==> src/rtl/core/i2cm_pkg.sv <==
// Shared types and phase codes for the I2C master byte transfer block.
// Used by i2cm_step and by the top level i2c_master_byte_transfer.
// No dependencies.
package i2cm_pkg;

  localparam logic [4:0] PH_IDLE        = 5'd0;
  localparam logic [4:0] PH_START       = 5'd1;
  localparam logic [4:0] PH_TX_SCL_LOW  = 5'd2;
  localparam logic [4:0] PH_TX_SDA      = 5'd3;
  localparam logic [4:0] PH_TX_SCL_HIGH = 5'd4;
  localparam logic [4:0] PH_AK_SCL_LOW  = 5'd5;
  localparam logic [4:0] PH_AK_SDA_REL  = 5'd6;
  localparam logic [4:0] PH_AK_SCL_HIGH = 5'd7;
  localparam logic [4:0] PH_AK_SAMPLE   = 5'd8;
  localparam logic [4:0] PH_RX_SCL_LOW  = 5'd9;
  localparam logic [4:0] PH_RX_SDA_REL  = 5'd10;
  localparam logic [4:0] PH_RB_SCL_LOW  = 5'd11;
  localparam logic [4:0] PH_RB_SCL_HIGH = 5'd12;
  localparam logic [4:0] PH_RB_SAMPLE   = 5'd13;
  localparam logic [4:0] PH_SA_SCL_LOW  = 5'd14;
  localparam logic [4:0] PH_SA_SDA      = 5'd15;
  localparam logic [4:0] PH_SA_SCL_HIGH = 5'd16;
  localparam logic [4:0] PH_SP_SCL_LOW  = 5'd17;
  localparam logic [4:0] PH_SP_SDA_LOW  = 5'd18;
  localparam logic [4:0] PH_SP_SCL_HIGH = 5'd19;
  localparam logic [4:0] PH_SP_SDA_HIGH = 5'd20;

  localparam logic [1:0] ST_OK        = 2'd0;
  localparam logic [1:0] ST_ADDR_NACK = 2'd1;
  localparam logic [1:0] ST_DATA_NACK = 2'd2;

  typedef struct packed {
    logic [4:0]  phase;
    logic [2:0]  bit_index;
    logic [7:0]  shift_reg;
    logic [15:0] bytes_left;
    logic        read_mode;
    logic [15:0] divider;
    logic        scl_level;
    logic        sda_level;
    logic        addr_stage;
    logic        nack_seen;
    logic [1:0]  status;
  } i2cm_state_t;

  typedef struct packed {
    logic       scl_out;
    logic       sda_out;
    logic       busy_res;
    logic       tx_take;
    logic [7:0] rx_byte;
    logic       rx_valid;
    logic       done_res;
    logic [1:0] status;
  } i2cm_res_t;

endpackage

==> src/rtl/core/i2cm_step.sv <==
// Next-state and result logic for one tick of the I2C master sequencer.
// Depends on i2cm_pkg for the phase codes and the state and result types.
module i2cm_step (
  input  i2cm_pkg::i2cm_state_t st_i,
  input  logic [15:0]           phase_ticks_i,
  input  logic                  start_req_i,
  input  logic                  is_read_i,
  input  logic [7:0]            dev_addr_i,
  input  logic [15:0]           byte_count_i,
  input  logic [7:0]            tx_byte_i,
  input  logic                  sda_in_i,
  output i2cm_pkg::i2cm_state_t st_o,
  output i2cm_pkg::i2cm_res_t   res_o
);
  import i2cm_pkg::*;

  i2cm_state_t s;
  logic [4:0]  nph;
  logic        ent;
  logic        take;
  logic        rxv;
  logic [7:0]  rxb;
  logic        done;
  logic [15:0] hold;
  logic [15:0] div_inc;

  always_comb begin
    s       = st_i;
    nph     = st_i.phase;
    ent     = 1'b0;
    take    = 1'b0;
    rxv     = 1'b0;
    rxb     = 8'h00;
    done    = 1'b0;
    hold    = (phase_ticks_i == 16'd0) ? 16'd1 : phase_ticks_i;
    div_inc = st_i.divider + 16'd1;

    if (st_i.phase == PH_IDLE) begin
      if (start_req_i) begin
        s.read_mode  = is_read_i;
        s.shift_reg  = is_read_i ? (dev_addr_i | 8'h01) : (dev_addr_i & 8'hfe);
        s.bytes_left = (is_read_i && byte_count_i == 16'd0) ? 16'd1 : byte_count_i;
        s.bit_index  = 3'd0;
        s.addr_stage = 1'b1;
        s.nack_seen  = 1'b0;
        s.status     = ST_OK;
        ent          = 1'b1;
        nph          = PH_START;
      end
    end else begin
      s.divider = div_inc;
      if (div_inc >= hold || div_inc == 16'd0) begin
        ent = 1'b1;
        case (st_i.phase)
          PH_START:       nph = PH_TX_SCL_LOW;
          PH_TX_SCL_LOW:  nph = PH_TX_SDA;
          PH_TX_SDA:      nph = PH_TX_SCL_HIGH;
          PH_TX_SCL_HIGH: begin
            if (st_i.bit_index == 3'd7) begin
              nph = PH_AK_SCL_LOW;
            end else begin
              s.bit_index = st_i.bit_index + 3'd1;
              s.shift_reg = {st_i.shift_reg[6:0], 1'b0};
              nph         = PH_TX_SCL_LOW;
            end
          end
          PH_AK_SCL_LOW:  nph = PH_AK_SDA_REL;
          PH_AK_SDA_REL:  nph = PH_AK_SCL_HIGH;
          PH_AK_SCL_HIGH: nph = PH_AK_SAMPLE;
          PH_AK_SAMPLE: begin
            if (st_i.nack_seen) begin
              s.status = st_i.addr_stage ? ST_ADDR_NACK : ST_DATA_NACK;
              nph      = PH_SP_SCL_LOW;
            end else begin
              if (st_i.addr_stage) begin
                s.addr_stage = 1'b0;
              end else begin
                s.bytes_left = st_i.bytes_left - 16'd1;
              end
              if (st_i.addr_stage && st_i.read_mode) begin
                nph = PH_RX_SCL_LOW;
              end else if (s.bytes_left == 16'd0) begin
                nph = PH_SP_SCL_LOW;
              end else begin
                s.shift_reg = tx_byte_i;
                s.bit_index = 3'd0;
                take        = 1'b1;
                nph         = PH_TX_SCL_LOW;
              end
            end
          end
          PH_RX_SCL_LOW:  nph = PH_RX_SDA_REL;
          PH_RX_SDA_REL: begin
            s.bit_index = 3'd0;
            s.shift_reg = 8'h00;
            nph         = PH_RB_SCL_LOW;
          end
          PH_RB_SCL_LOW:  nph = PH_RB_SCL_HIGH;
          PH_RB_SCL_HIGH: nph = PH_RB_SAMPLE;
          PH_RB_SAMPLE: begin
            if (st_i.bit_index == 3'd7) begin
              nph = PH_SA_SCL_LOW;
            end else begin
              s.bit_index = st_i.bit_index + 3'd1;
              nph         = PH_RB_SCL_LOW;
            end
          end
          PH_SA_SCL_LOW:  nph = PH_SA_SDA;
          PH_SA_SDA:      nph = PH_SA_SCL_HIGH;
          PH_SA_SCL_HIGH: begin
            s.bytes_left = st_i.bytes_left - 16'd1;
            nph = (s.bytes_left == 16'd0) ? PH_SP_SCL_LOW : PH_RX_SCL_LOW;
          end
          PH_SP_SCL_LOW:  nph = PH_SP_SDA_LOW;
          PH_SP_SDA_LOW:  nph = PH_SP_SCL_HIGH;
          PH_SP_SCL_HIGH: nph = PH_SP_SDA_HIGH;
          default: begin
            ent       = 1'b0;
            s.phase   = PH_IDLE;
            s.divider = 16'd0;
            done      = 1'b1;
          end
        endcase
      end
    end

    // The pin action and any sample of a phase happen on the tick that enters it.
    if (ent) begin
      s.phase   = nph;
      s.divider = 16'd0;
      case (nph)
        PH_START:       s.sda_level = 1'b0;
        PH_TX_SCL_LOW:  s.scl_level = 1'b0;
        PH_TX_SDA:      s.sda_level = s.shift_reg[7];
        PH_TX_SCL_HIGH: s.scl_level = 1'b1;
        PH_AK_SCL_LOW:  s.scl_level = 1'b0;
        PH_AK_SDA_REL:  s.sda_level = 1'b1;
        PH_AK_SCL_HIGH: s.scl_level = 1'b1;
        PH_AK_SAMPLE:   s.nack_seen = sda_in_i;
        PH_RX_SCL_LOW:  s.scl_level = 1'b0;
        PH_RX_SDA_REL:  s.sda_level = 1'b1;
        PH_RB_SCL_LOW:  s.scl_level = 1'b0;
        PH_RB_SCL_HIGH: s.scl_level = 1'b1;
        PH_RB_SAMPLE: begin
          s.shift_reg = {s.shift_reg[6:0], sda_in_i};
          if (s.bit_index == 3'd7) begin
            rxv = 1'b1;
            rxb = s.shift_reg;
          end
        end
        PH_SA_SCL_LOW:  s.scl_level = 1'b0;
        PH_SA_SDA:      s.sda_level = (s.bytes_left <= 16'd1);
        PH_SA_SCL_HIGH: s.scl_level = 1'b1;
        PH_SP_SCL_LOW:  s.scl_level = 1'b0;
        PH_SP_SDA_LOW:  s.sda_level = 1'b0;
        PH_SP_SCL_HIGH: s.scl_level = 1'b1;
        PH_SP_SDA_HIGH: s.sda_level = 1'b1;
        default:        s.phase     = nph;
      endcase
    end
  end

  assign st_o           = s;
  assign res_o.scl_out  = s.scl_level;
  assign res_o.sda_out  = s.sda_level;
  assign res_o.busy_res = (s.phase != PH_IDLE);
  assign res_o.tx_take  = take;
  assign res_o.rx_byte  = rxb;
  assign res_o.rx_valid = rxv;
  assign res_o.done_res = done;
  assign res_o.status   = done ? s.status : ST_OK;

endmodule

==> src/rtl/core/i2c_master_byte_transfer.sv <==
// Top level of the I2C master byte transfer block: handshakes, state and result registers.
// Depends on i2cm_pkg and instantiates i2cm_step.

// Each input item is one tick of the bus sequencer and yields exactly one result item.
// An item is taken every cycle while the output is not stalled: the sequencer state advances
// in one registered step, and the result register takes the new result only when no result
// waits or the waiting one is taken in that cycle. Output backpressure stalls input.
// The phase_ticks register sets how many ticks each SCL or SDA phase lasts; zero acts as one.
module i2c_master_byte_transfer (
  input  logic        clk_i,
  input  logic        rst_ni,
  input  logic        cfg_valid_i,
  output logic        cfg_ready_o,
  input  logic [15:0] cfg_data_i,
  input  logic        in_valid_i,
  output logic        in_ready_o,
  input  logic        start_req_i,
  input  logic        is_read_i,
  input  logic [7:0]  dev_addr_i,
  input  logic [15:0] byte_count_i,
  input  logic [7:0]  tx_byte_i,
  input  logic        sda_in_i,
  output logic        out_valid_o,
  input  logic        out_ready_i,
  output logic        scl_out_o,
  output logic        sda_out_o,
  output logic        busy_res_o,
  output logic        tx_take_o,
  output logic [7:0]  rx_byte_o,
  output logic        rx_valid_o,
  output logic        done_res_o,
  output logic [1:0]  status_o
);
  import i2cm_pkg::*;

  i2cm_state_t st_q;
  i2cm_state_t st_d;
  i2cm_res_t   res_d;
  i2cm_res_t   res_q;
  logic [15:0] phase_ticks_q;
  logic        out_valid_q;
  logic        in_fire;

  assign cfg_ready_o = 1'b1;
  assign in_ready_o  = !out_valid_q || out_ready_i;
  assign in_fire     = in_valid_i && in_ready_o;

  i2cm_step u_step (
    .st_i          (st_q),
    .phase_ticks_i (phase_ticks_q),
    .start_req_i   (start_req_i),
    .is_read_i     (is_read_i),
    .dev_addr_i    (dev_addr_i),
    .byte_count_i  (byte_count_i),
    .tx_byte_i     (tx_byte_i),
    .sda_in_i      (sda_in_i),
    .st_o          (st_d),
    .res_o         (res_d)
  );

  always_ff @(posedge clk_i or negedge rst_ni) begin
    if (!rst_ni) begin
      phase_ticks_q <= 16'd1;
    end else if (cfg_valid_i) begin
      phase_ticks_q <= cfg_data_i;
    end
  end

  always_ff @(posedge clk_i or negedge rst_ni) begin
    if (!rst_ni) begin
      st_q <= '{phase: PH_IDLE, bit_index: 3'd0, shift_reg: 8'h00, bytes_left: 16'd0,
                read_mode: 1'b0, divider: 16'd0, scl_level: 1'b1, sda_level: 1'b1,
                addr_stage: 1'b0, nack_seen: 1'b0, status: ST_OK};
      out_valid_q <= 1'b0;
    end else begin
      if (in_fire) begin
        st_q <= st_d;
      end
      if (in_fire) begin
        out_valid_q <= 1'b1;
      end else if (out_ready_i) begin
        out_valid_q <= 1'b0;
      end
    end
  end

  always_ff @(posedge clk_i) begin
    if (in_fire) begin
      res_q <= res_d;
    end
  end

  assign out_valid_o = out_valid_q;
  assign scl_out_o   = res_q.scl_out;
  assign sda_out_o   = res_q.sda_out;
  assign busy_res_o  = res_q.busy_res;
  assign tx_take_o   = res_q.tx_take;
  assign rx_byte_o   = res_q.rx_byte;
  assign rx_valid_o  = res_q.rx_valid;
  assign done_res_o  = res_q.done_res;
  assign status_o    = res_q.status;

endmodule
==> config.mk <==
export PLATFORM = sky130hd
export DESIGN_NAME = i2c_master_byte_transfer
export DESIGN_NICKNAME = d
export VERILOG_FILES = /design/src/rtl/core/i2cm_pkg.sv /design/src/rtl/core/i2cm_step.sv /design/src/rtl/core/i2c_master_byte_transfer.sv
export SDC_FILE = /design/constraint.sdc
export NUM_CORES = 1
export LEC_CHECK = 0
export BUFFER_PORTS_ARGS = -buffer_cell sky130_fd_sc_hd__buf_2
export CAP_MARGIN = 10
export CORE_UTILIZATION = 60
export CTS_CLUSTER_DIAMETER = 200
export DETAILED_ROUTE_END_ITERATION = 10
export PLACE_DENSITY = 0.87
export RECOVER_POWER = 100
export SKIP_CTS_REPAIR_TIMING = 1
export SLEW_MARGIN = 30
export SYNTH_ARGS = -nofsm -noshare
export SYNTH_HDL_FRONTEND = slang
export SYNTH_HIERARCHICAL = 1
export SYNTH_SLANG_ARGS = --single-unit
==> constraint.sdc <==
create_clock -name clk_i -period 5.3 [get_ports clk_i]
set_input_delay 1.06 -clock clk_i [delete_from_list [all_inputs] [get_ports clk_i]]
set_output_delay 1.06 -clock clk_i [all_outputs]
set_load 0.02 [all_outputs]
== Yosys cells after proc, flatten, opt, wreduce, memory -nomap -nowiden ==
Index checks and enable logic that the tools add are counted.
Widths: inputs -> output; s select.
Word-level totals
  register bits after elaboration: 88
  input bits: 56
  output and inout port bits: 19
  word-level logic and storage cells: 163
Operators by class
  $add $sub $neg: 3
  $lt $le $gt $ge: 2
  equal/unequal tests: 44
  multiplexer cells: 64
  bitwise logic cells: 2
  reduce and logical (&&, ||, !) cells: 27
Operators by type and width (count)
  $mux 16: 10
  $pmux 5 s19: 1
  $eq 5x4->1 const B: 16
  $logic_not 16->1: 5
  $mux 27: 2
  $mux 5: 10
  $eq 5x5->1 const B: 9
  $eq 5x3->1 const B: 8
  $mux 11: 3
  $mux 32: 1
  $pmux 16 s2: 1
  $mux 28: 1
  $pmux 8 s3: 1
  $eq 5x2->1 const B: 4
  $mux 1: 19
  $reduce_or 19->1: 1
  $mux 18: 1
  $add 16x1->16 const B: 1
  $ge 16x16->1: 1
  $le 16x1->1 const B: 1
  $mux 8: 2
  $sub 16x1->16 const B: 1
  $pmux 3 s4: 1
  $eq 5x1->1 const B: 2
  23 further kinds: 40

== Depth between registers and ports, before layout ==
Gate-level depths: netlist (run 1).
  depth in word-level cells: 17
  mapped depth: 22
  gate-level depth less buffers: 18

== Hierarchy ==
The synthesis (run 1) kept the hierarchy.
By module, submodules not included
  i2cm_step: instances 1, cells an instance 645, area each 3955.0 um2, sequential area each 0.0 um2
  i2c_master_byte_transfer: instances 1, cells an instance 173, area each 3375.7 um2, sequential area each 2285.9 um2

== Least setup slack after synthesis (run 1) ==
No wires, ideal clock.
  kind: register -> register
  start point: register st_q[6] (netlist bit)
  end point: register st_q[4] (netlist bit)
  library setup time: 0.082 ns
  arrival time: 4.572 ns
  required time: 5.218 ns
  slack: 0.646 ns
  stages on the path, launching flop included: 22
  buffers on the path: 3
  period minus slack after synthesis: 4.654 ns
  cells stage by stage: dfrtp_1 > ha_1 > nand4_1 > nor2_1 > and3_1 > xor2_1 > ha_1 > a21o_1 > a211o_1 > a2111oi_0 > o21ai_0 > and2_1 > clkbuf_1 > nor2_1 > o32ai_1 > nor2b_1 > buf_2 > a21bo_2 > a32oi_1 > o21ai_0 > buf_4 > mux2_2
RTL lines
  start: declaration: line i2c_master_byte_transfer.sv:36  | i2cm_state_t st_q;
  start signal: assignment: line i2c_master_byte_transfer.sv:71  | st_q <= '{phase: PH_IDLE, bit_index: 3'd0, shift_reg: 8'h00, bytes_left: 16'd0,
  start signal: assignment: line i2c_master_byte_transfer.sv:77  | st_q <= st_d;

==> summary.md, run 1 <==
| Metric | Value |
|---|---|
| Outcome | `finished, violations left` |
| Failing checks | `max-capacitance violations, max-slew violations` |
| Via count | `6777` |
| Area delta synth->final | `8.64%` |
| Antenna diodes | `0` |
| IO Count | `between 70 and 80` |
| Final ANT Viol Nets | `0` |
| Post-layout net count | `934` |
| Crit start category | `register` |
| Wire length of the first global-routing pass | `31400 um` |
| Minimum clock period | `5110 ps` |
| Post-synth cell types | `87` |
| Fillers | `959` |
| 1st-iter DRT viols | `886` |
| Max Clk Rate | `196 MHz` |
| Period Utilization, post-route | `a little over nine tenths` |
| Final Slew Violations | `73` |
| Slew Limit Headroom | `-163%` |
| Dpl ws | `between 100 and 150 ps` |
| Synthesis Warnings | `6` |
| WS Path Type | `register to register` |
| Syn Area/Cell | `~9 um^2` |
| Drt pass-1 iters | `6` |
| CTS tree | `built` |
| Share of layout cells above drive strength 1 | `between 20% and 30%` |
| Die W | `113 um` |
| Max_cap viols | `1` |
| Initial antenna violation count | `1` |
| Num rows | `40` |
| Worst hold margin | `517 ps` |
| Dpl cells | `993` |
| HP Class | `register to register` |
| Multi-input gate area | `4590 um^2` |
| Clock Skew | `7.20 ps` |
| Area of the mapped netlist | `7330 um^2` |
| Post-Syn Nets | `between 800 and 900` |
| Die Y | `113 um` |
| EDFF count, synth | `16` |
| Pleak | `about 0.0036 uW` |
| Sequential-to-total area share from yosys stat | `31.2%` |
| Final wirelength | `19100 um` |
| VDD IR max | `roughly 270 uV` |
| Drc violations | `0` |
| Final cell count without fillers | `1009` |
| FF-to-FF Start | `st_q[7]$_DFFE_PN0P_` |
| P per Cell Area | `around 440 nW/um^2` |
| Req. time, crit path | `5600 ps` |
| # setup viols final | `0` |
| Clk_lat worst skew | `350 ps` |
| Finished Core Util | `66.6%` |
| Clk buf depth | `2` |
| Hpwl dp | `13300 um` |
| CP Capture Type | `register` |
| Fin Setup TNS | `0 ps` |
| Final Wtd Congestion | `0.965` |
| Total gr overflow | `0` |
| Gr usage total | `31.3%` |
| Clk slew on worst S/H paths | `70 ps` |
| CTS HTree Levels | `3` |
| Storage cell area | `2290 um^2` |
| Die area | `roughly 13000 um^2` |
| Crit path max fanout | `7` |
| Routed len/inst | `about 19 um` |
| Total CTS buffers | `9` |
| Min-Delay Startpoint | `st_q[0]$_DFFE_PN0P_` |
| Flops & latches, synth | `just under 90` |
| Critical path arrival | `around 5400 ps` |
| Final worst setup slack | `188 ps` |
| PortBufs | `72` |
| Pin count of the biggest net entering global routing | `73` |
| Avg Vias per Cell | `6.72` |
| Num Clock Sinks | `between 80 and 90` |
| Clk root buf | `clkbuf_16` |
| Initial core utilization | `about three fifths` |
| Worst-Margin Slew | `3950 ps` |
| Final hold vios | `0` |
| Async set or reset register ratio after synthesis | `between 80% and 90%` |
| Syn Inst Count | `~800` |
| Synth Flop Type | `dfrtp_1` |
| Number of global-route vias before repair | `6181` |
| Critical path launch point | `st_q[7]$_DFFE_PN0P_` |
| Core Area | `12000 um^2` |
cell usage after synthesis (5+ instances only):
library cell	instances	area share, %
or4_1	6	0.61
nor2b_1	9	0.77
a31oi_1	9	0.77
a21o_1	5	0.51
mux2_2	33	5.1
buf_4	6	0.61
o211ai_1	5	0.51
nand2b_1	6	0.51
nor3b_1	5	0.51
a211o_1	5	0.60
clkbuf_1	45	2.3
edfxtp_1	16	6.6
inv_1	31	1.6
nor4b_1	6	0.72
dfrtp_1	69	24
xor2_1	12	1.4
a222oi_1	6	0.82
nor3_1	20	1.4
mux2i_1	20	2.7
a21oi_1	37	2.5
nand3_1	17	1.2
o221ai_1	5	0.60
nand2_1	73	3.7
buf_2	6	0.41
o21ai_0	59	4.0
a211oi_1	5	0.51
xnor2_1	8	0.96
nand4_1	11	0.94
and2_1	14	1.2
or3_1	9	0.77
ha_1	21	3.6
a22o_1	12	1.4
mux2_4	39	8.0
nor4_1	19	1.6
nor2_1	65	3.3
cells in the final DEF, fill, tap and decap left out, types with 6 or more instances in the layout:
cell       instances
clkbuf_1          20
o21ai_0           58
nor3_1            20
or4_1              6
ha_1              20
inv_1             31
nor4_1            19
xor2_1            12
nand2_1           72
dfrtp_1           69
mux2i_1           19
xnor2_1            8
nand4_1           11
a31oi_1            9
and2_1            14
buf_2             52
nor4b_1            6
or3_1              9
nor2_1            62
edfxtp_1          16
a222oi_1           6
nand2b_1           7
mux2_2            33
nor2b_1            8
a22o_1            12
a21oi_1           37
buf_4             24
nand3_1           17
clkbuf_16          9
mux2_4            39
kinds of logic after synthesis:
group	share of synthesized area (%)
mux	15.8
xor+xnor	2.39
fa+ha+maj	3.58
other cells	0.0512
buf+inv	6.72
simple gates	20.5
flops	31.2
compound gates	19.7
metal layers:
metal	vias up	share of wire, %	wire [um]	GRT usage (%)
met1	3183	41	7860	42.7
met4	0	3.0	572	13.2
li1	3129	-	-	-
met2	414	46	8760	49.6
met5	-	0	0	0
met3	51	10	1930	5.13
worst max-delay path: stages, from the launching register on:
cell and delay [ps]:
dfrtp_1 450, ha_2 290, nand4_1 240, nor2_2 210, and3_1 200, xor2_1 270, ha_1 300, a21o_1 190
a211o_1 320, a2111oi_1 310, o21ai_1 170, nand2_2 190, buf_4 180, a21oi_1 210, o311a_1 380, nor4_1 310
and4_1 290, a31oi_1 90, o21ai_0 250, mux2_2 200
worst paths after layout:
kind                                         to  slack (ps)  cells past startpoint
max                         st_q[4]$_DFFE_PN1P_         190                     19
min                         st_q[0]$_DFFE_PN0P_         520                      1
max reg2reg                 st_q[4]$_DFFE_PN1P_         190                     19
min reg2reg                 st_q[0]$_DFFE_PN0P_         520                      1
max in group asynchronous  st_q[47]$_DFFE_PN0P_        1000                      1
min in group asynchronous  st_q[30]$_DFFE_PN0P_        2070                      1
stage by stage:
step | cell area [um^2] | total power (uW)
global placement | 7690 | 2810
CTS | 7960 | 3460
global route | 7960 | 3740
finish | 7960 | 3540
floorplan | 7330 | 2400
detailed placement | 7690 | 2850
final cells by class:
type                    instances  share of cell area, %
multi-input cells             631                   57.6
inverters                      31                   1.46
clock buffers                   9                   2.83
flip-flops and latches         88                   28.7
repair buffers                 96                   6.47
well taps                     147                   2.31
clock inverters                 7                  0.581
report_power, final:
part / switching (uW) / internal (uW) / leakage [uW]
Combinational: 1010 / 794 / 0.00237
Sequential: 289 / 843 / 0.00106
Clock: 280 / 318 / 0.000139
Total: 1580 / 1950 / 0.00357
flip-flops by register name, summed over array words and instances (netlist names), 2 cells and up:
register / count
st_q: 55
rx_byte_o: 8
status_o: 2
phase_ticks_q: 16
Power figures use the tool's default switching activity.
==> run 2: changes to the inputs <==
ABC_AREA = 1   (was unset)
==> run 2 against run 1 <==
The run still ends with max-capacitance violations, max-slew violations left; die area rose by 7.2%; clock skew rose by 0.63 ps; final cell count rose by 47%; total power rose by 45%; clock power rose by 21%; non-clock buffer count fell by 16; via count rose by 27%; utilization rose by 0.081 points; critical path type unchanged.
==> summary.md, run 2 <==
| Metric | Value |
|---|---|
| Outcome | `finished, violations left` |
| Failing checks | `max-capacitance violations, max-slew violations` |
| Via count | `8606 (+27%)` |
| CTS tree | `built` |
| Clk slew on worst S/H paths | `70 ps (about the same)` |
| Req. time, crit path | `5400 ps (-200 ps)` |
| Num rows | `41 (+2.5%)` |
| CP Capture Type | `register` |
| Total CTS buffers | `9 (unchanged)` |
| Max Clk Rate | `217 MHz (+11%)` |
| Total chip power | `5140 uW (+45%)` |
| Clk buf depth | `2 (unchanged)` |
| 1st-iter DRT viols | `976 (+10%)` |
| Ranking of synthesized cells by area | `nand2_1 22%, dfrtp_1 22%, nand3_1 9.2%, inv_1 6.8%, edfxtp_1 6.1%` |
| Syn Area/Cell | `6.21 um^2 (-31%)` |
| Die Y | `117 um (+3.6%)` |
| Storage cell area | `2290 um^2 (unchanged)` |
| Critical path arrival | `4710 ps (-700 ps)` |
| Count leader, synth | `nand2_1` |
| Die area | `13600 um^2 (+7.2%)` |
| Fillers | `1197 (+25%)` |
| Top reg by flops | `st_q` |
| Drc violations | `0 (unchanged)` |
| Largest register FFs | `55 (unchanged)` |
| Minimum clock period | `4610 ps (-501 ps)` |
| Period Utilization, post-route | `87.0% (-9.5 points)` |
| VDD IR max | `258 uV (-4.6%)` |
| Antenna diodes | `0 (unchanged)` |
| EDFF count, synth | `16 (unchanged)` |
| Final ANT Viol Nets | `0 (unchanged)` |
| Die W | `117 um (+3.6%)` |
| Area of the mapped netlist | `7870 um^2 (+7.4%)` |
| Clk_lat worst skew | `350 ps (about the same)` |
| Share of layout cells above drive strength 1 | `8.52% (-14 points)` |
| Total gr overflow | `0 (unchanged)` |
| Num Clock Sinks | `88 (unchanged)` |
| Commonest non-fill, non-tap cell in the layout | `nand2_1` |
| Synthesis Warnings | `6 (unchanged)` |
| Crit path max fanout | `27 (+20)` |
| Fin Setup TNS | `0 ps (unchanged)` |
| Hpwl dp | `16100 um (+21%)` |
| Post-Syn Nets | `1345 (+50%)` |
| IO Count | `75 (unchanged)` |
| Finished Core Util | `66.7% (+0.081 points)` |
| Post-synth top cells | `461 x nand2_1, 144 x nand3_1, 142 x inv_1, 114 x nor2_1, 69 x dfrtp_1` |
| Number of global-route vias before repair | `7618 (+23%)` |
| Wire length of the first global-routing pass | `37000 um (+18%)` |
| Worst-Margin Slew | `3440 ps (-502 ps)` |
| Crit start category | `register` |
| WS Path Type | `register to register` |
| Sequential-to-total area share from yosys stat | `29.0% (-2.1 points)` |
| Post-synth cell types | `54 (-38%)` |
| PortBufs | `72 (unchanged)` |
| Most frequent cells in the layout | `465 x nand2_1, 145 x nand3_1, 144 x inv_1, 114 x nor2_1, 69 x dfrtp_1` |
| Max_cap viols | `2 (+1)` |
| Initial antenna violation count | `0 (-1)` |
| Clock Skew | `7.83 ps (+0.631 ps)` |
| Avg Vias per Cell | `5.79 (-14%)` |
| Post-layout net count | `1386 (+48%)` |
| Routed len/inst | `15.4 um (-19%)` |
| Final hold vios | `0 (unchanged)` |
| Worst hold margin | `471 ps (-46.5 ps)` |
| Pleak | `0.00444 uW (+24%)` |
| Syn Inst Count | `1268 (+55%)` |
| P per Cell Area | `606 nW/um^2 (+36%)` |
| CTS HTree Levels | `3 (unchanged)` |
| Flops & latches, synth | `88 (unchanged)` |
| Area delta synth->final | `7.76%` |
| Area leader, netlist | `nand2_1` |
| Clk root buf | `clkbuf_16` |
| Core Area | `12700 um^2 (+6.4%)` |
| Final Slew Violations | `130 (+78%)` |
| Final Wtd Congestion | `0.992 (+2.8%)` |
| Async set or reset register ratio after synthesis | `81.8% (unchanged)` |
| Final wirelength | `22900 um (+20%)` |
| Slew Limit Headroom | `-130% (+34 points)` |
| Synth Flop Type | `dfrtp_1` |
| HP Class | `register to register` |
| RSZ-0062 raised after global routing | `false` |
| Initial core utilization | `61.9% (+0.57 points)` |
| Multi-input gate area | `4680 um^2 (+2.0%)` |
| Synth top area share | `22.0% (-1.6 points)` |
| Gr usage total | `35.0% (+3.7 points)` |
| Pin count of the biggest net entering global routing | `73 (unchanged)` |
| # setup viols final | `0 (unchanged)` |
| Drt pass-1 iters | `6 (unchanged)` |
[run 2: worst paths after layout]
path                                     start                   end  slack (ps)  depth (start not counted)
setup / recovery           st_q[6]$_DFFE_PN0P_   sda_out_o$_DFFE_PP_         690                         27
hold / removal             st_q[4]$_DFFE_PN1P_   st_q[4]$_DFFE_PN1P_         470                          2
setup reg to reg           st_q[6]$_DFFE_PN0P_   sda_out_o$_DFFE_PP_         690                         27
hold reg to reg            st_q[4]$_DFFE_PN1P_   st_q[4]$_DFFE_PN1P_         470                          2
max in group asynchronous               rst_ni   st_q[2]$_DFFE_PN0P_        1250                          1
min in group asynchronous               rst_ni  st_q[32]$_DFFE_PN0P_        2070                          1
[run 2: critical path, stage by stage (launching register included)]
cell,delay [ps]
dfrtp_1,510
ha_1,330
nand2_1,120
nor2_2,190
nand2_1,90
xor2_1,250
inv_1,80
ha_1,190
nand2_1,50
inv_1,30
o21ai_0,130
a21oi_1,80
nor2_1,80
nand2_1,50
a21oi_1,510
nand2_4,340
nand2_1,450
nand3_1,140
nand3_1,140
nor2_1,60
nand2_1,80
nor2_1,40
nand2_1,110
nand2_1,60
nand2_1,60
nand2_1,50
nand2_1,50
nand2_1,80
[run 2: metrics by stage]
step | worst slack, ps | instances | cell area (um^2)
after floorplan | 1690 | 1268 | 7870
final | 689 | 1486 | 8480
after global routing | 260 | 1486 | 8480
after detailed placement | 1030 | 1470 | 8200
after global placement | 1050 | 1470 | 8200
after CTS | 980 | 1486 | 8530
[run 2: metal layers]
layer | vias to the layer above | global-route usage, % | routed length, um
li1 | 4205 | - | -
met1 | 3927 | 45.2 | 9500
met2 | 413 | 56.9 | 10600
met3 | 61 | 6.43 | 2030
met4 | 0 | 16.6 | 768
met5 | - | 0 | 0
[run 2: area by class of cell]
type,count,area share (%)
multi-input combinational,981,55.2
sequential,88,27.0
inverter,149,6.65
timing repair buffer,80,4.69
clock buffer,10,2.82
tap,172,2.54
clock inverter,6,1.15
[run 2: power by group]
group / leakage, uW / internal [uW] / switching [uW]
clock: 0.000166 / 434 / 289
sequential: 0.00108 / 906 / 299
combinational: 0.00320 / 995 / 2220
[run 2: cells by family after synthesis]
kind of cell | Yosys count | share of synthesized area (%)
AND/OR/NAND/NOR | 793 | 43.2
buffers and inverters | 199 | 11.1
AO/OA/AOI/OAI | 160 | 12.6
flip-flops | 88 | 29.0
adder cells (fa/ha/maj) | 21 | 3.34
XOR/XNOR | 6 | 0.668
other | 1 | 0.0476
==> run 3: changes to the inputs <==
==> constraint.sdc (replaced) <==
create_clock -name clk_i -period 5.3 [get_ports clk_i]
set_input_delay 1.59 -clock clk_i [delete_from_list [all_inputs] [get_ports clk_i]]
set_output_delay 1.59 -clock clk_i [all_outputs]
set_load 0.02 [all_outputs]
==> run 3 against run 2 <==
The flow still finishes with violations (max-capacitance violations, max-slew violations); global-route usage down 0.084 points; design area down 0.32%; sequential cell count unchanged; die area unchanged; sequential share of layout area up 0.088 points; setup slack worse by 8.4 ps; utilization down 0.22 points; critical path type unchanged.
==> summary.md, run 3 (synthesis gave the netlist of run 2 again) <==
| Metric | Value |
|---|---|
| Clk slew on worst S/H paths | `70 ps (about the same)` |
| Clock Skew | `16.3 ps (+8.44 ps)` |
| Critical path's slowest cell | `dfrtp_1` |
| Commonest non-fill, non-tap cell in the layout | `nand2_1` |
| Most frequent cells in the layout | `466 x nand2_1, 145 x nand3_1, 144 x inv_1, 115 x nor2_1, 69 x dfrtp_1` |
| Crit start category | `register` |
| Post-DP Area | `8200 um^2 (about the same)` |
| CTS tree | `built` |
| Critical path arrival | `4730 ps (+20 ps)` |
| Final Instance Area | `8450 um^2 (-0.32%)` |
| Max_cap viols | `1 (-1)` |
| Clk buf depth | `2 (unchanged)` |
| Area delta synth->final | `7.41%` |
| RSZ-0062 raised after global routing | `false` |
| Clk_lat worst skew | `360 ps (about the same)` |
| Fin Setup TNS | `0 ps (unchanged)` |
| # setup viols final | `0 (unchanged)` |
| Clk root buf | `clkbuf_16` |
| IO Count | `75 (unchanged)` |
| Final ANT Viol Nets | `0 (unchanged)` |
| Pin count of the biggest net entering global routing | `73 (unchanged)` |
| Die W | `117 um (unchanged)` |
| Final hold vios | `0 (unchanged)` |
| Fillers | `1199 (+0.17%)` |
| Post-layout net count | `1387 (+0.072%)` |
| Worst r2r dst | `sda_out_o$_DFFE_PP_` |
| Via count | `8714 (+1.3%)` |
| Minimum clock period | `4620 ps (+8.38 ps)` |
| Final wirelength | `23100 um (+1.2%)` |
| Outcome | `finished, violations left` |
| Worst-Margin Slew | `3340 ps (-106 ps)` |
| PortBufs | `72 (unchanged)` |
| Die area | `13600 um^2 (unchanged)` |
| Initial antenna violation count | `0 (unchanged)` |
| Routed len/inst | `15.6 um (+1.1%)` |
| VDD IR max | `309 uV (+19%)` |
| Req. time, crit path | `5410 ps (about the same)` |
| CTS HTree Levels | `3 (unchanged)` |
| Avg Vias per Cell | `5.86 (+1.2%)` |
| Failing checks | `max-capacitance violations, max-slew violations` |
| Wire length of the first global-routing pass | `36900 um (-0.45%)` |
| Share of layout cells above drive strength 1 | `8.52% (about the same)` |
| Final Wtd Congestion | `1.01 (+1.4%)` |
| Initial core utilization | `61.9% (unchanged)` |
| Critical path launch point | `st_q[6]$_DFFE_PN0P_` |
| Die Y | `117 um (unchanged)` |
| Gr usage total | `35.0% (-0.084 points)` |
| Antenna diodes | `0 (unchanged)` |
| HP Class | `register to register` |
| Period Utilization, post-route | `87.2% (+0.16 points)` |
| Max Clk Rate | `216 MHz (-0.18%)` |
| CP most frequent cell | `nand2_1` |
| Num Clock Sinks | `88 (unchanged)` |
| Crit path max fanout | `27 (unchanged)` |
| Core Area | `12700 um^2 (unchanged)` |
| Total gr overflow | `0 (unchanged)` |
| 1st-iter DRT viols | `1181 (+21%)` |
| Dpl ws | `979 ps (-46.9 ps)` |
| Hpwl dp | `16200 um (+0.70%)` |
| Number of global-route vias before repair | `7720 (+1.3%)` |
| Drc violations | `0 (unchanged)` |
| Largest register FFs | `55 (unchanged)` |
| Pleak | `0.00443 uW (-0.27%)` |
| Critical path endpoint | `sda_out_o$_DFFE_PP_` |
| Top reg by flops | `st_q` |
| Worst R2R Path Depth | `27 (unchanged)` |
| R2R Setup Slk | `680 ps (about the same)` |
| Total CTS buffers | `9 (unchanged)` |
| CP Capture Type | `register` |
| P per Cell Area | `603 nW/um^2 (-0.56%)` |
| Max incr delay on CP | `500 ps (about the same)` |
| Slew Limit Headroom | `-123% (+7.1 points)` |
| Final worst setup slack | `681 ps (-8.38 ps)` |
| Drt pass-1 iters | `7 (+1)` |
| Final Slew Violations | `73 (-44%)` |
| FF-to-FF Start | `st_q[6]$_DFFE_PN0P_` |
| Num rows | `41 (unchanged)` |
| WS Path Type | `register to register` |
run 3: metal layers:
metal | track usage [%] | routed length (um)
met2 | 57.3 | 10400
met1 | 45.0 | 9510
met5 | 0 | 0
met4 | 15.0 | 824
met3 | 6.75 | 2360
run 3: worst min-delay path by stage:
stage / cells after the start / from / end
4_1_cts: 2 / st_q[5]$_DFFE_PN1P_ / st_q[5]$_DFFE_PN1P_
6_report: 2 / st_q[5]$_DFFE_PN1P_ / st_q[5]$_DFFE_PN1P_
3_5_place_dp: 2 / st_q[5]$_DFFE_PN1P_ / st_q[5]$_DFFE_PN1P_
2_1_floorplan: 2 / st_q[3]$_DFFE_PN0P_ / st_q[3]$_DFFE_PN0P_
5_1_grt: 2 / phase_ticks_q[0]$_DFFE_PN1P_ / phase_ticks_q[0]$_DFFE_PN1P_
3_3_place_gp: 2 / st_q[4]$_DFFE_PN1P_ / st_q[4]$_DFFE_PN1P_
run 3: power by group:
part | total, uW | internal (uW) | switching (uW) | leakage (uW)
registers | 1210 | 906 | 301 | 0.00108
clock network | 664 | 357 | 307 | 0.000148
logic | 3220 | 991 | 2230 | 0.00320
run 3: metrics by stage:
stage | util [%] | hold WS [ps] | total power (uW) | std cells
floorplan | - | 437 | 3590 | 1268
global placement | 64.5 | 454 | 4270 | 1471
detailed placement | 64.5 | 466 | 4330 | 1471
CTS | 66.9 | 476 | 5010 | 1487
global route | 66.4 | 502 | 5520 | 1487
finish | 66.4 | 473 | 5090 | 1487
run 3: critical path, delay by kind of cell (launching register included):
family / cells / cell delay [ps]
and+or+nand+nor: 19 / 2370
AOI/OAI and AO/OA: 3 / 580
adders and majority gates: 2 / 520
DFF: 1 / 500
xor gates and xnor gates: 1 / 260
buffers and inverters: 2 / 130
run 3: area by class of cell:
type                       instances  area (um^2)  share of cell area [%]
multi-input combinational        981         4680                    55.4
sequential                        88         2290                    27.0
clock buffer                      10          250                    2.96
tap                              172          215                    2.55
inverter                         149          564                    6.68
timing repair buffer              81          404                    4.78
clock inverter                     6         53.8                   0.636
